<file path="config.mk">
export PLATFORM = sky130hd
export DESIGN_NAME = archive_header_scan_skip_top_flat
export DESIGN_NICKNAME = d
export VERILOG_FILES = /design/src/sv/ahss_pkg.sv /design/src/sv/ahss_in_if.sv /design/src/sv/ahss_out_if.sv /design/src/sv/ahss_burst.sv /design/src/sv/archive_header_scan_skip_top.sv /design/src/flat_wrapper.sv
export SDC_FILE = /design/constraint.sdc
export NUM_CORES = 1
export LEC_CHECK = 0
export ABC_AREA = 1
export BUFFER_PORTS_ARGS = -buffer_cell sky130_fd_sc_hd__clkbuf_2
export CAP_MARGIN = 20
export CORE_ASPECT_RATIO = 1.4
export CORE_MARGIN = 5
export CORE_UTILIZATION = 59
export CTS_CLUSTER_SIZE = 20
export DETAILED_ROUTE_END_ITERATION = 12
export PLACE_DENSITY_LB_ADDON = 0.25
export SLEW_MARGIN = 20
export SYNTH_ARGS = -nofsm -noshare
export SYNTH_HDL_FRONTEND = slang
export SYNTH_SLANG_ARGS = --single-unit
</file>
<file path="constraint.sdc">
create_clock -name clk -period 8.4 [get_ports clk]
set_input_delay 1.68 -clock clk [delete_from_list [all_inputs] [get_ports clk]]
set_output_delay 1.68 -clock clk [all_outputs]
set_load 0.005 [all_outputs]
</file>
<file path="src/sv/ahss_pkg.sv">
// Shared types, constants and match functions for the archive header scan block.
// No dependencies.
`default_nettype none

package ahss_pkg;

  localparam int POSITION_BITS = 14;
  localparam int WIN_LEN       = 13;
  localparam int ID_LEN        = 12;
  localparam int DATA_W        = 8;
  localparam int OFFSET_W      = 14;
  localparam int LIMIT_W       = 14;
  localparam int CNT_W         = $clog2(WIN_LEN + 1);
  localparam int CMP_W         = (POSITION_BITS > LIMIT_W) ? POSITION_BITS : LIMIT_W;
  localparam int CFG_ADDR_W    = 3;
  localparam int CFG_DATA_W    = 32;
  localparam int CFG_IDX_W     = CFG_ADDR_W - 2;

  localparam logic [LIMIT_W-1:0]   LIMIT_RESET    = LIMIT_W'(8192);
  localparam logic [CFG_IDX_W-1:0] REG_SCAN_LIMIT = CFG_IDX_W'(0);

  localparam logic [DATA_W-1:0] CH_DASH = 8'h2D;
  localparam logic [DATA_W-1:0] CH_L    = 8'h6C;
  localparam logic [DATA_W-1:0] CH_H    = 8'h68;
  localparam logic [DATA_W-1:0] CH_Z    = 8'h7A;
  localparam logic [DATA_W-1:0] CH_4    = 8'h34;
  localparam logic [DATA_W-1:0] CH_5    = 8'h35;
  localparam logic [DATA_W-1:0] CH_S    = 8'h73;
  localparam logic [DATA_W-1:0] CH_P    = 8'h70;
  localparam logic [DATA_W-1:0] CH_M    = 8'h6D;

  // self-extractor ID, element 0 is the first byte of the ID
  localparam logic [ID_LEN-1:0][DATA_W-1:0] SFX_ID = {
    8'h2C, 8'h32, 8'h2E, 8'h31, 8'h56, 8'h20,
    8'h58, 8'h46, 8'h53, 8'h41, 8'h68, 8'h4C
  };

  // element 0 is the oldest byte
  typedef logic [WIN_LEN-1:0][DATA_W-1:0] win_t;

  typedef enum logic [1:0] {
    MODE_SCAN,
    MODE_PASS,
    MODE_FAILED
  } mode_t;

  typedef struct packed {
    logic                load;
    logic [CNT_W-1:0]    count;
    win_t                bytes;
    logic                status;
    logic [OFFSET_W-1:0] offset;
    logic                stream_end;
  } burst_load_t;

  function automatic logic is_header(win_t w);
    logic dashes;
    logic lh;
    logic lz;
    logic pm;
    dashes = (w[2] == CH_DASH) && (w[6] == CH_DASH);
    lh = (w[3] == CH_L) && (w[4] == CH_H);
    lz = (w[3] == CH_L) && (w[4] == CH_Z) &&
         ((w[5] == CH_4) || (w[5] == CH_5) || (w[5] == CH_S));
    pm = (w[3] == CH_P) && (w[4] == CH_M) && (w[5] != CH_S);
    return dashes && (lh || lz || pm);
  endfunction

  function automatic logic is_sfx(win_t w);
    logic hit;
    hit = 1'b1;
    for (int i = 0; i < ID_LEN; i++) begin
      hit = hit && (w[i] == SFX_ID[i]);
    end
    return hit;
  endfunction

endpackage

`default_nettype wire

</file>
<file path="src/sv/ahss_in_if.sv">
// Input byte channel: valid/ready plus one stream byte and its end flag.
// Depends on ahss_pkg.
`default_nettype none

interface ahss_in_if;
  import ahss_pkg::*;

  logic              valid;
  logic              ready;
  logic [DATA_W-1:0] data_byte;
  logic              is_last;

  modport source (output valid, output data_byte, output is_last, input ready);
  modport sink   (input valid, input data_byte, input is_last, output ready);
endinterface

`default_nettype wire

</file>
<file path="src/sv/ahss_out_if.sv">
// Result channel: valid/ready plus one output byte with status and framing flags.
// Depends on ahss_pkg.
`default_nettype none

interface ahss_out_if;
  import ahss_pkg::*;

  logic                valid;
  logic                ready;
  logic [DATA_W-1:0]   out_byte;
  logic                status;
  logic [OFFSET_W-1:0] header_offset;
  logic                run_last;
  logic                stream_end;

  modport source (output valid, output out_byte, output status, output header_offset,
                  output run_last, output stream_end, input ready);
  modport sink   (input valid, input out_byte, input status, input header_offset,
                  input run_last, input stream_end, output ready);
endinterface

`default_nettype wire

</file>
<file path="src/sv/ahss_burst.sv">
// Result register: holds one result or a 13-byte header burst and shifts it out.
// Depends on ahss_pkg and ahss_out_if.
`default_nettype none

module ahss_burst (
  input  wire                   clk,
  input  wire                   rst_n,
  input  wire ahss_pkg::burst_load_t ld,
  output logic                  free,
  ahss_out_if.source            out_res
);
  import ahss_pkg::*;

  logic [CNT_W-1:0]    cnt_r, cnt_nxt;
  win_t                buf_r, buf_nxt;
  logic                status_r, status_nxt;
  logic [OFFSET_W-1:0] off_r, off_nxt;
  logic                se_r, se_nxt;
  logic                pop;

  assign pop  = (cnt_r != '0) && out_res.ready;
  assign free = (cnt_r == '0) || ((cnt_r == CNT_W'(1)) && out_res.ready);

  always_comb begin
    cnt_nxt    = cnt_r;
    buf_nxt    = buf_r;
    status_nxt = status_r;
    off_nxt    = off_r;
    se_nxt     = se_r;
    if (pop) begin
      cnt_nxt = cnt_r - CNT_W'(1);
      buf_nxt = win_t'(buf_r >> DATA_W);
    end
    if (ld.load) begin
      cnt_nxt    = ld.count;
      buf_nxt    = ld.bytes;
      status_nxt = ld.status;
      off_nxt    = ld.offset;
      se_nxt     = ld.stream_end;
    end
  end

  always_ff @(posedge clk) begin
    if (!rst_n) begin
      cnt_r <= '0;
    end else begin
      cnt_r <= cnt_nxt;
    end
  end

  always_ff @(posedge clk) begin
    buf_r    <= buf_nxt;
    status_r <= status_nxt;
    off_r    <= off_nxt;
    se_r     <= se_nxt;
  end

  assign out_res.valid         = (cnt_r != '0);
  assign out_res.out_byte      = buf_r[0];
  assign out_res.status        = status_r;
  assign out_res.header_offset = off_r;
  assign out_res.run_last      = (cnt_r == CNT_W'(1));
  assign out_res.stream_end    = se_r && (cnt_r == CNT_W'(1));

endmodule

`default_nettype wire

</file>
<file path="src/sv/archive_header_scan_skip_top.sv">
// Archive header scanner: finds the first member header in a byte stream and
// passes the archive from there. Depends on ahss_pkg, ahss_in_if, ahss_out_if, ahss_burst.
//
// Usage:
//   in_req takes one stream byte per request, is_last marks the final byte.
//   out_res gives result requests: payload bytes from the header start on, or
//   a single failure result (status 1) when no header turns up in scan_limit
//   positions or the stream ends first.
//   cfg_* is an APB-style port; scan_limit sits at byte address 0.
// Timing:
//   One byte accepted per cycle while in_req.ready is high; a result appears
//   in the cycle after its byte. A header match emits the 13 window bytes
//   from the output shift register, and in_req.ready stays low until the
//   last of them is being taken. in_req.ready follows out_res.ready in the
//   same cycle when the last held result is being taken.
// Reset (rst_n, synchronous): scanning restarts, the result register empties
//   and scan_limit returns to 8192. A stalled receiver holds the current
//   result and stops input once the result register is full.
`default_nettype none

module archive_header_scan_skip_top (
  input  wire                              clk,
  input  wire                              rst_n,
  ahss_in_if.sink                          in_req,
  ahss_out_if.source                       out_res,
  input  wire                              cfg_psel,
  input  wire                              cfg_penable,
  input  wire                              cfg_pwrite,
  input  wire  [ahss_pkg::CFG_ADDR_W-1:0]  cfg_paddr,
  input  wire  [ahss_pkg::CFG_DATA_W-1:0]  cfg_pwdata,
  output logic [ahss_pkg::CFG_DATA_W-1:0]  cfg_prdata,
  output logic                             cfg_pready
);
  import ahss_pkg::*;

  win_t                     win_r, win_nxt;
  logic [CNT_W-1:0]         fill_r, fill_nxt;
  logic [POSITION_BITS-1:0] bcnt_r, bcnt_nxt;
  logic                     skip_r, skip_nxt;
  mode_t                    mode_r, mode_nxt;
  logic [OFFSET_W-1:0]      foff_r, foff_nxt;
  logic [LIMIT_W-1:0]       limit_r;

  logic                     accept;
  logic                     free;
  win_t                     win_shift;
  logic [CNT_W-1:0]         fill_inc;
  logic [POSITION_BITS-1:0] bcnt_inc;
  logic                     examine;
  logic                     hdr;
  logic                     sfx;
  logic                     take_hdr;
  logic                     limit_hit;
  logic [CFG_IDX_W-1:0]     cfg_idx;
  burst_load_t              ld;

  assign in_req.ready = free;
  assign accept       = in_req.valid && free;

  assign win_shift = win_t'({in_req.data_byte, win_r[WIN_LEN-1:1]});
  assign fill_inc  = (fill_r < CNT_W'(WIN_LEN)) ? fill_r + CNT_W'(1) : fill_r;
  assign bcnt_inc  = (bcnt_r != '1) ? bcnt_r + POSITION_BITS'(1) : bcnt_r;
  assign examine   = (mode_r == MODE_SCAN) && (fill_inc == CNT_W'(WIN_LEN));
  assign hdr       = is_header(win_shift);
  assign sfx       = is_sfx(win_shift);
  assign take_hdr  = examine && hdr && !skip_r;
  assign limit_hit = examine && !take_hdr && (CMP_W'(bcnt_inc) >= CMP_W'(limit_r));

  // next state
  always_comb begin
    win_nxt  = win_r;
    fill_nxt = fill_r;
    bcnt_nxt = bcnt_r;
    skip_nxt = skip_r;
    mode_nxt = mode_r;
    foff_nxt = foff_r;
    if (accept) begin
      if (mode_r == MODE_SCAN) begin
        win_nxt  = win_shift;
        fill_nxt = fill_inc;
        if (examine) begin
          bcnt_nxt = bcnt_inc;
          if (hdr && skip_r) begin
            skip_nxt = 1'b0;
          end
          if (!take_hdr && sfx) begin
            skip_nxt = 1'b1;
          end
          if (take_hdr) begin
            mode_nxt = MODE_PASS;
            foff_nxt = OFFSET_W'(bcnt_r);
          end else if (limit_hit) begin
            mode_nxt = MODE_FAILED;
          end
        end
      end
      if (in_req.is_last) begin
        fill_nxt = '0;
        bcnt_nxt = '0;
        skip_nxt = 1'b0;
        mode_nxt = MODE_SCAN;
      end
    end
  end

  // results
  always_comb begin
    ld = '0;
    if (accept) begin
      case (mode_r)
        MODE_PASS: begin
          ld.load       = 1'b1;
          ld.count      = CNT_W'(1);
          ld.bytes[0]   = in_req.data_byte;
          ld.offset     = foff_r;
          ld.stream_end = in_req.is_last;
        end
        MODE_SCAN: begin
          if (take_hdr) begin
            ld.load       = 1'b1;
            ld.count      = CNT_W'(WIN_LEN);
            ld.bytes      = win_shift;
            ld.offset     = OFFSET_W'(bcnt_r);
            ld.stream_end = in_req.is_last;
          end else if (limit_hit || in_req.is_last) begin
            ld.load       = 1'b1;
            ld.count      = CNT_W'(1);
            ld.status     = 1'b1;
            ld.stream_end = 1'b1;
          end
        end
        default: begin
          ld = '0;
        end
      endcase
    end
  end

  always_ff @(posedge clk) begin
    if (!rst_n) begin
      fill_r <= '0;
      bcnt_r <= '0;
      skip_r <= 1'b0;
      mode_r <= MODE_SCAN;
    end else begin
      fill_r <= fill_nxt;
      bcnt_r <= bcnt_nxt;
      skip_r <= skip_nxt;
      mode_r <= mode_nxt;
    end
  end

  always_ff @(posedge clk) begin
    win_r  <= win_nxt;
    foff_r <= foff_nxt;
  end

  // configuration
  assign cfg_idx    = cfg_paddr[CFG_ADDR_W-1:2];
  assign cfg_pready = 1'b1;
  assign cfg_prdata = (cfg_idx == REG_SCAN_LIMIT) ? CFG_DATA_W'(limit_r) : '0;

  always_ff @(posedge clk) begin
    if (!rst_n) begin
      limit_r <= LIMIT_RESET;
    end else if (cfg_psel && cfg_penable && cfg_pwrite && (cfg_idx == REG_SCAN_LIMIT)) begin
      limit_r <= cfg_pwdata[LIMIT_W-1:0];
    end
  end

  ahss_burst u_burst (
    .clk     (clk),
    .rst_n   (rst_n),
    .ld      (ld),
    .free    (free),
    .out_res (out_res)
  );

endmodule

`default_nettype wire

</file>
<file path="src/flat_wrapper.sv">
// flat-port wrapper written by rule: the top's interface ports become plain ports
module archive_header_scan_skip_top_flat import ahss_pkg::*;
  (clk, rst_n, cfg_psel, cfg_penable, cfg_pwrite, cfg_paddr, cfg_pwdata, cfg_prdata, cfg_pready, in_req_valid, in_req_data_byte, in_req_is_last, in_req_ready, out_res_valid, out_res_out_byte, out_res_status, out_res_header_offset, out_res_run_last, out_res_stream_end, out_res_ready);
  ahss_in_if in_req_i ();
  ahss_out_if out_res_i ();
  input  wire clk;
  input  wire rst_n;
  input  wire cfg_psel;
  input  wire cfg_penable;
  input  wire cfg_pwrite;
  input  wire  [ahss_pkg::CFG_ADDR_W-1:0] cfg_paddr;
  input  wire  [ahss_pkg::CFG_DATA_W-1:0] cfg_pwdata;
  output logic [ahss_pkg::CFG_DATA_W-1:0] cfg_prdata;
  output logic cfg_pready;
  input wire logic [$bits(in_req_i.valid)-1:0] in_req_valid;
  input wire logic [$bits(in_req_i.data_byte)-1:0] in_req_data_byte;
  input wire logic [$bits(in_req_i.is_last)-1:0] in_req_is_last;
  output wire logic [$bits(in_req_i.ready)-1:0] in_req_ready;
  output wire logic [$bits(out_res_i.valid)-1:0] out_res_valid;
  output wire logic [$bits(out_res_i.out_byte)-1:0] out_res_out_byte;
  output wire logic [$bits(out_res_i.status)-1:0] out_res_status;
  output wire logic [$bits(out_res_i.header_offset)-1:0] out_res_header_offset;
  output wire logic [$bits(out_res_i.run_last)-1:0] out_res_run_last;
  output wire logic [$bits(out_res_i.stream_end)-1:0] out_res_stream_end;
  input wire logic [$bits(out_res_i.ready)-1:0] out_res_ready;
  assign in_req_i.valid = in_req_valid;
  assign in_req_i.data_byte = in_req_data_byte;
  assign in_req_i.is_last = in_req_is_last;
  assign in_req_ready = in_req_i.ready;
  assign out_res_valid = out_res_i.valid;
  assign out_res_out_byte = out_res_i.out_byte;
  assign out_res_status = out_res_i.status;
  assign out_res_header_offset = out_res_i.header_offset;
  assign out_res_run_last = out_res_i.run_last;
  assign out_res_stream_end = out_res_i.stream_end;
  assign out_res_i.ready = out_res_ready;
  archive_header_scan_skip_top u_core (.clk(clk), .rst_n(rst_n), .in_req(in_req_i), .out_res(out_res_i), .cfg_psel(cfg_psel), .cfg_penable(cfg_penable), .cfg_pwrite(cfg_pwrite), .cfg_paddr(cfg_paddr), .cfg_pwdata(cfg_pwdata), .cfg_prdata(cfg_prdata), .cfg_pready(cfg_pready));
endmodule
</file>
---- Yosys cells after proc, flatten, opt, wreduce, memory -nomap -nowiden ----
Cells that the tools add are included.
storage, ports and cells
  bits of input ports ..................... 51
  flip-flop bits (word level) ............. 269
  output and inout bits ................... 60
  word-level logic and storage cells ...... 160
cells by class
  $lt $le $gt $ge ......................... 2
  multiplexer cells ....................... 35
  eq/ne operators ......................... 27
  reduce and logical (&&, ||, !) cells .... 55
  bitwise operators ....................... 3
  $add $sub $neg .......................... 3
operators with widths
  kind                                                 count
  2-to-1 mux 104 bit                                   3
  2-to-1 mux 125 bit                                   1
  equality test 8 x 7 -> 1 bit, second input constant  13
  2-to-1 mux 96 bit                                    1
  2-to-1 mux 14 bit                                    6
  equality test 8 x 6 -> 1 bit, second input constant  9
  logical AND 1 bit                                    32
  one-hot mux 15 bit (2 select lines)                  1
  2-to-1 mux 4 bit                                     5
  one-hot mux 8 bit (2 select lines)                   1
  adder 14 x 1 -> 14 bit, second input constant        1
  >= comparator 14 bit                                 1
  != test 14 bit, second input constant                1
  AND reduction 4 bit                                  3
  2-to-1 mux 2 bit                                     5
  2-to-1 mux 5 bit                                     2
  one-hot mux 5 bit (2 select lines)                   1
  2-to-1 mux 1 bit                                     9
  != test 8 x 7 -> 1 bit, second input constant        1
  logical OR 1 bit                                     6
  nonzero test 2 bit                                   3
  nonzero test 3 bit                                   2
  adder 4 x 1 -> 4 bit, second input constant          1
  equality test 4 x 1 -> 1 bit, second input constant  1
  12 further kinds                                     16

---- Depth between registers and ports, before layout ----
  depth after elaboration ................. 18
  mapped depth ............................ 27
  gate-level depth less buffers ........... 26

---- By module ----
Synthesis repeated with hierarchy kept, for this count alone.
unflattened totals
  cell total of the unflattened synthesis .. 1353
  area total of the unflattened synthesis .. 12510.7 um^2
modules (own cells, without submodules)
  module                        times used  cells an instance  area an instance (um^2)  sequential area each (um^2)
  archive_header_scan_skip_top  1           845                7226.9                   4003.8
  ahss_burst                    1           508                5283.8                   3683.5

---- Worst setup path after synthesis ----
Ideal clock, no wire load.
  path kind ............................... input port to flip-flop
  start ................................... in out_res_ready
  end ..................................... reg u_core.fill_r[2]
  arrival ................................. 6.745 ns
  stages .................................. 11
  setup time .............................. 0.132 ns
  path slack .............................. 1.523 ns
  path buffers ............................ 0
  data required time ...................... 8.268 ns
  cell sequence ........................... nand2_1 nand2_1 nand2_1 nor2_2 inv_2 nor2_1 inv_2 nand2_1 inv_1 nand2_1 a21oi_1
between the ends
  word-level cells in the longest chain between the ends .. 4
ends and longest elaborated chain
  item                           RTL line                             text
  from (decl)                    flat_wrapper.sv:25                   input wire logic [$bits(out_res_i.ready)-1:0] out_res_ready;
  logical AND 1 bit              ahss_burst.sv:22                     assign free = (cnt_r == '0) || ((cnt_r == CNT_W'(1)) && out_res.ready);
  logical OR 1 bit               ahss_burst.sv:22
  net in_req_ready               flat_wrapper.sv:18                   output wire logic [$bits(in_req_i.ready)-1:0] in_req_ready;
  logical AND 1 bit              archive_header_scan_skip_top.sv:58   assign accept = in_req.valid && free;
  AND reduction 2 bit (no line)  -
  to (signal assigned)           archive_header_scan_skip_top.sv:146  fill_r <= fill_nxt;
  to (decl)                      archive_header_scan_skip_top.sv:37   logic [CNT_W-1:0] fill_r, fill_nxt;
The timed path passes the listed nets, and every way through them passes these cells.
A chain may end at the register's enable or synchronous reset.

---- Worst setup path after layout ----
  start ................................... reg u_core.bcnt_r[1]
  end ..................................... reg u_core.u_burst.buf_r[102] in the netlist's numbering (data pin)
between the ends
  word-level cells in the longest chain between the ends .. 10
  elaborated cells between the ends (all ways) .. 11
  those cells by class .................... 1 x add/sub; 1 x order compare; 1 x eq/ne; 6 x mux; 2 x reduce/logical
ends and longest elaborated chain
  item                                                             RTL line                             text
  from (decl)                                                      archive_header_scan_skip_top.sv:38   logic [POSITION_BITS-1:0] bcnt_r, bcnt_nxt;
  from (signal assigned)                                           archive_header_scan_skip_top.sv:147  bcnt_r <= bcnt_nxt;
  adder 14 x 1 -> 14 bit / != test 14 bit (equally long branches)  archive_header_scan_skip_top.sv:62   assign bcnt_inc = (bcnt_r != '1) ? bcnt_r + POSITION_BITS'(1) : bcnt_r;
  2-to-1 mux 14 bit *                                              archive_header_scan_skip_top.sv:62
  >= comparator 14 bit *                                           archive_header_scan_skip_top.sv:67   assign limit_hit = examine && !take_hdr && (CMP_W'(bcnt_inc) >= CMP_W'(limit_r));
  logical AND 1 bit *                                              archive_header_scan_skip_top.sv:67
  logical OR 1 bit *                                               archive_header_scan_skip_top.sv:125  end else if (limit_hit || in_req.is_last) begin
  2-to-1 mux 5 bit *                                               archive_header_scan_skip_top.sv:125
  2-to-1 mux 5 bit *                                               archive_header_scan_skip_top.sv:119  if (take_hdr) begin
  one-hot mux 5 bit (2 select lines) *                             archive_header_scan_skip_top.sv:110  case (mode_r)
  2-to-1 mux 125 bit *                                             archive_header_scan_skip_top.sv:109  if (accept) begin
  2-to-1 mux 104 bit *                                             ahss_burst.sv:34                     if (ld.load) begin
  to (signal assigned)                                             ahss_burst.sv:52                     buf_r <= buf_nxt;
  to (decl)                                                        ahss_burst.sv:15                     win_t buf_r, buf_nxt;
Mark *: on every way between the ends. The rest lies on a longest branch, timed or not.

==> results.sh <==
export IMPL_run_status="complete, no violations"
export IMPL_cpPeakStageDelay_ns=0.70
export IMPL_grt_pass1_wl_um=40590
export IMPL_ios=111
export IMPL_gr_total_overflow=0
export IMPL_drt_total_wl_um=25820
export IMPL_clkSinkCount=269
export IMPL_clockBufferDepth=3
export IMPL_drt_iter0_drc=705
export IMPL_drt_drc_violations_left=0
export IMPL_ff2ff_setup_slack_ns=3.30
export IMPL_grt_start_max_net_pins=91
export IMPL_r2r_end="u_core.u_burst.buf_r[102]"
export IMPL_drive_above_1_share_pct=12.12
export IMPL_htreeDepth=1
export IMPL_fillers=1515
export IMPL_path_max_fanout=90
export IMPL_critPathKind="register to register"
export IMPL_clock_latency_ns=0.51
export IMPL_cp_end_kind="register"
export IMPL_max_cap_violations=0
export IMPL_cts_setup_buffers=0
export IMPL_nets=1232
export IMPL_p_leak_nw=5.301
export IMPL_synth_top_area_share_pct=58.80
export IMPL_antenna_found_initial=0
export IMPL_placed_area_mm2=0.01216
export IMPL_clockRootBuffer="clkbuf_16"
export IMPL_worst_slew_pin_slew_ns=0.9864
export IMPL_path_clk_slew_ns=0.06
export IMPL_finalPower_mw=4.345
export IMPL_yosysTopAreaCell="edfxtp_1"
export IMPL_cts_tree="done"
export IMPL_p_per_area_mw_per_mm2=334.6
export IMPL_start_kind="register"
export IMPL_vias=7890
export IMPL_finClkSkew_ns=0.008360
export IMPL_synth_avg_cell_area_um2=10.64
export IMPL_die_w_um=129.2
export IMPL_die_area_mm2=0.02287
export IMPL_grt_usage_pct=22.84
export IMPL_seq_area_frac_synth_pct=65.45
export IMPL_crit_top_cell="nand2_1"
export IMPL_worst_hold_startpoint="u_core.win_r[87]"
export IMPL_hold_buffers=0
export IMPL_diodes=0
export IMPL_viasPerCell=5.510
export IMPL_dieHeight_um=176.9
export IMPL_syn_inst=1104
export IMPL_period_needed_ns=5.105
export IMPL_worstPathCellList="ha_1, nand2_1, inv_1, nand3_1, nor2_1, nand2_1, nor2_1, nand2_1, nand2_1, nor3_1, xor2_1, ha_1, a21oi_1, o21ai_0, a21oi_1, o211ai_1, nand3_2, nand3_2, nand2_4, buf_4, inv_2, nand4_4, nor2_1"
export IMPL_ant_nets=0
export IMPL_worstHoldPathCells=0
export IMPL_hpwl_um=17690
export IMPL_reg2reg_from="u_core.bcnt_r[1]"
export IMPL_crit_slowest_cell="buf_4"
export IMPL_fin_ws_ns=3.295
export IMPL_holdCritPathClass="register to register"
export IMPL_slew_limit_headroom_pct=34.24
export IMPL_drtPass1Iterations=5
export IMPL_finalInstanceArea_mm2=0.01299
export IMPL_synth_area_top_cells="edfxtp_1 59%, nand2_1 8.9%, dfxtp_1 6.6%"
export IMPL_area_growth_synth_to_final_pct=10.56
export IMPL_yosys_warnings=0
export IMPL_fp_coreArea_mm2=0.01977
export IMPL_synth_seq_cells=269
export IMPL_worstRegToRegCells=23
export IMPL_fin_util_pct=65.69
export IMPL_slew_violations=0
export IMPL_start_util_pct=59.42
export IMPL_dp_worst_setup_slack_ns=3.277
export IMPL_worstPathArrival_ns=5.36
export IMPL_required_ns=8.66
export IMPL_syn_area_mm2=0.01175
export IMPL_grt_pass1_vias=7858
export IMPL_final_hold_violation_count=0
export IMPL_portBuffers=71
export IMPL_timing_final_crit_share_pct=60.77
export IMPL_avgRoutedWirePerCell_um=18.03
export IMPL_rsz0062_at_grt="false"
export IMPL_final_setup_viol_count=0
export IMPL_ir_worst_vdd_mv=0.1995
export IMPL_hold_end="u_core.win_r[79]"
export IMPL_gp_congestion=0.9177
export IMPL_cts_resized=0
export IMPL_max_freq_ghz=0.1959
export IMPL_tns_ns=0
export IMPL_synth_cell_types=41
export IMPL_rows=61
export IMPL_cts_buffers=25
==> logic make-up after synthesis <==
| kind of cell | synth area share [%] |
|---|---|
| fa+ha+maj | 2.024 |
| buf+inv | 7.489 |
| simple gates | 16.94 |
| xor+xnor | 1.044 |
| compound gates | 6.988 |
| other cells | 0.06394 |
| flops | 65.45 |
==> synth_stat cells, drive strengths merged <==
| library cell | n |
|---|---|
| edfxtp | 230 |
| a211oi | 1 |
| xnor2 | 5 |
| and2 | 1 |
| and3 | 1 |
| nor3 | 14 |
| nand2 | 280 |
| a22oi | 8 |
| o41ai | 1 |
| nor2 | 89 |
| clkbuf | 17 |
| ha | 19 |
| clkinv | 1 |
| o211ai | 2 |
| o21ai | 32 |
| nand3 | 45 |
| a21boi | 1 |
| buf | 48 |
| nor3b | 1 |
| dfxtp | 39 |
| nor4 | 11 |
| a21oi | 56 |
| or3 | 1 |
| xor2 | 9 |
| inv | 129 |
| nand4 | 22 |
| o31ai | 37 |
| conb | 2 |
| nand3b | 2 |
==> registers in the layout, summed over array words and instances, names as in the netlist <==
register and cells:
u_core.u_burst.out_res.status 1, u_core.mode_r 2, u_core.fill_r 4, u_core.u_burst.out_res.header_offset 14, u_core.skip_r 1, u_core.limit_r 14
u_core.foff_r 14, u_core.bcnt_r 14, u_core.u_burst.out_res.out_byte 8, u_core.u_burst.se_r 1, u_core.u_burst.cnt_r 4, u_core.win_r 96
u_core.u_burst.buf_r 96
==> per-stage QoR <==
stage / std cells / hold WS (ns)
final: 1432 / 0.4479
after global routing: 1432 / 0.4577
after CTS: 1432 / 0.4475
after detailed placement: 1387 / 0.4323
after global placement: 1387 / 0.4282
after floorplan: 1121 / 0.4264
==> final cells by class <==
class                      instances  area (um^2)  area share (%)
clock buffer                      35        765.7           5.897
clock inverter                    10        56.30          0.4336
inverter                         130        490.5           3.777
multi-input combinational        657         3254           25.06
sequential                       269         7687           59.20
tap                              252        315.3           2.428
timing repair buffer              79        415.4           3.199
==> worst max-delay path: cells and delay by family, from the launching register on <==
kind / cells / cell delay, ns
XOR/XNOR: 1 / 0.25
flip-flops: 1 / 0.48
AND/OR/NAND/NOR: 13 / 1.63
AO/OA/AOI/OAI: 4 / 0.52
adder cells (fa/ha/maj): 2 / 0.57
buffers and inverters: 3 / 1.37
==> cell usage in the layout, fill, tap and decap left out, types with 5 or more instances in the layout <==
cell type / n
nand2_1: 278
edfxtp_1: 230
inv_1: 122
nor2_1: 84
clkbuf_2: 71
a21oi_1: 56
nand3_1: 42
dfxtp_1: 39
o31ai_1: 37
o21ai_0: 30
clkbuf_16: 27
nand4_1: 20
ha_1: 19
conb_1: 19
nor3_1: 13
nor4_1: 11
xor2_1: 9
a22oi_1: 8
buf_4: 8
clkinv_2: 7
inv_2: 6
clkbuf_8: 6
xnor2_1: 5
==> report_power, final <==
group	internal [mW]	switching, mW
clock network	0.638	0.473
registers	2.13	0.216
logic	0.234	0.649
total	3.01	1.34
==> per-layer routing <==
layer / part of all wire, % / wire length [um] / global-route usage [%]
met1: 37 / 9468 / 27.13
met2: 52 / 13540 / 41.20
met3: 6.5 / 1680 / 3.351
met4: 4.4 / 1127 / 9.238
met5: 0 / 0 / 0
==> how the worst max path moves through the flow <==
stage	startpoint	end	slack, ns	cells after the start
after floorplan	out_res_ready	u_core.fill_r[2]	1.52	11
after global placement	u_core.bcnt_r[0]	u_core.u_burst.buf_r[99]	3.36	23
after detailed placement	u_core.bcnt_r[0]	u_core.u_burst.buf_r[99]	3.28	23
after CTS	u_core.bcnt_r[1]	u_core.u_burst.buf_r[99]	3.27	23
after global routing	u_core.bcnt_r[1]	u_core.u_burst.buf_r[99]	2.81	23
final	u_core.bcnt_r[1]	u_core.u_burst.buf_r[102]	3.30	23
Note: power is estimated with default switching activity, not from simulation.
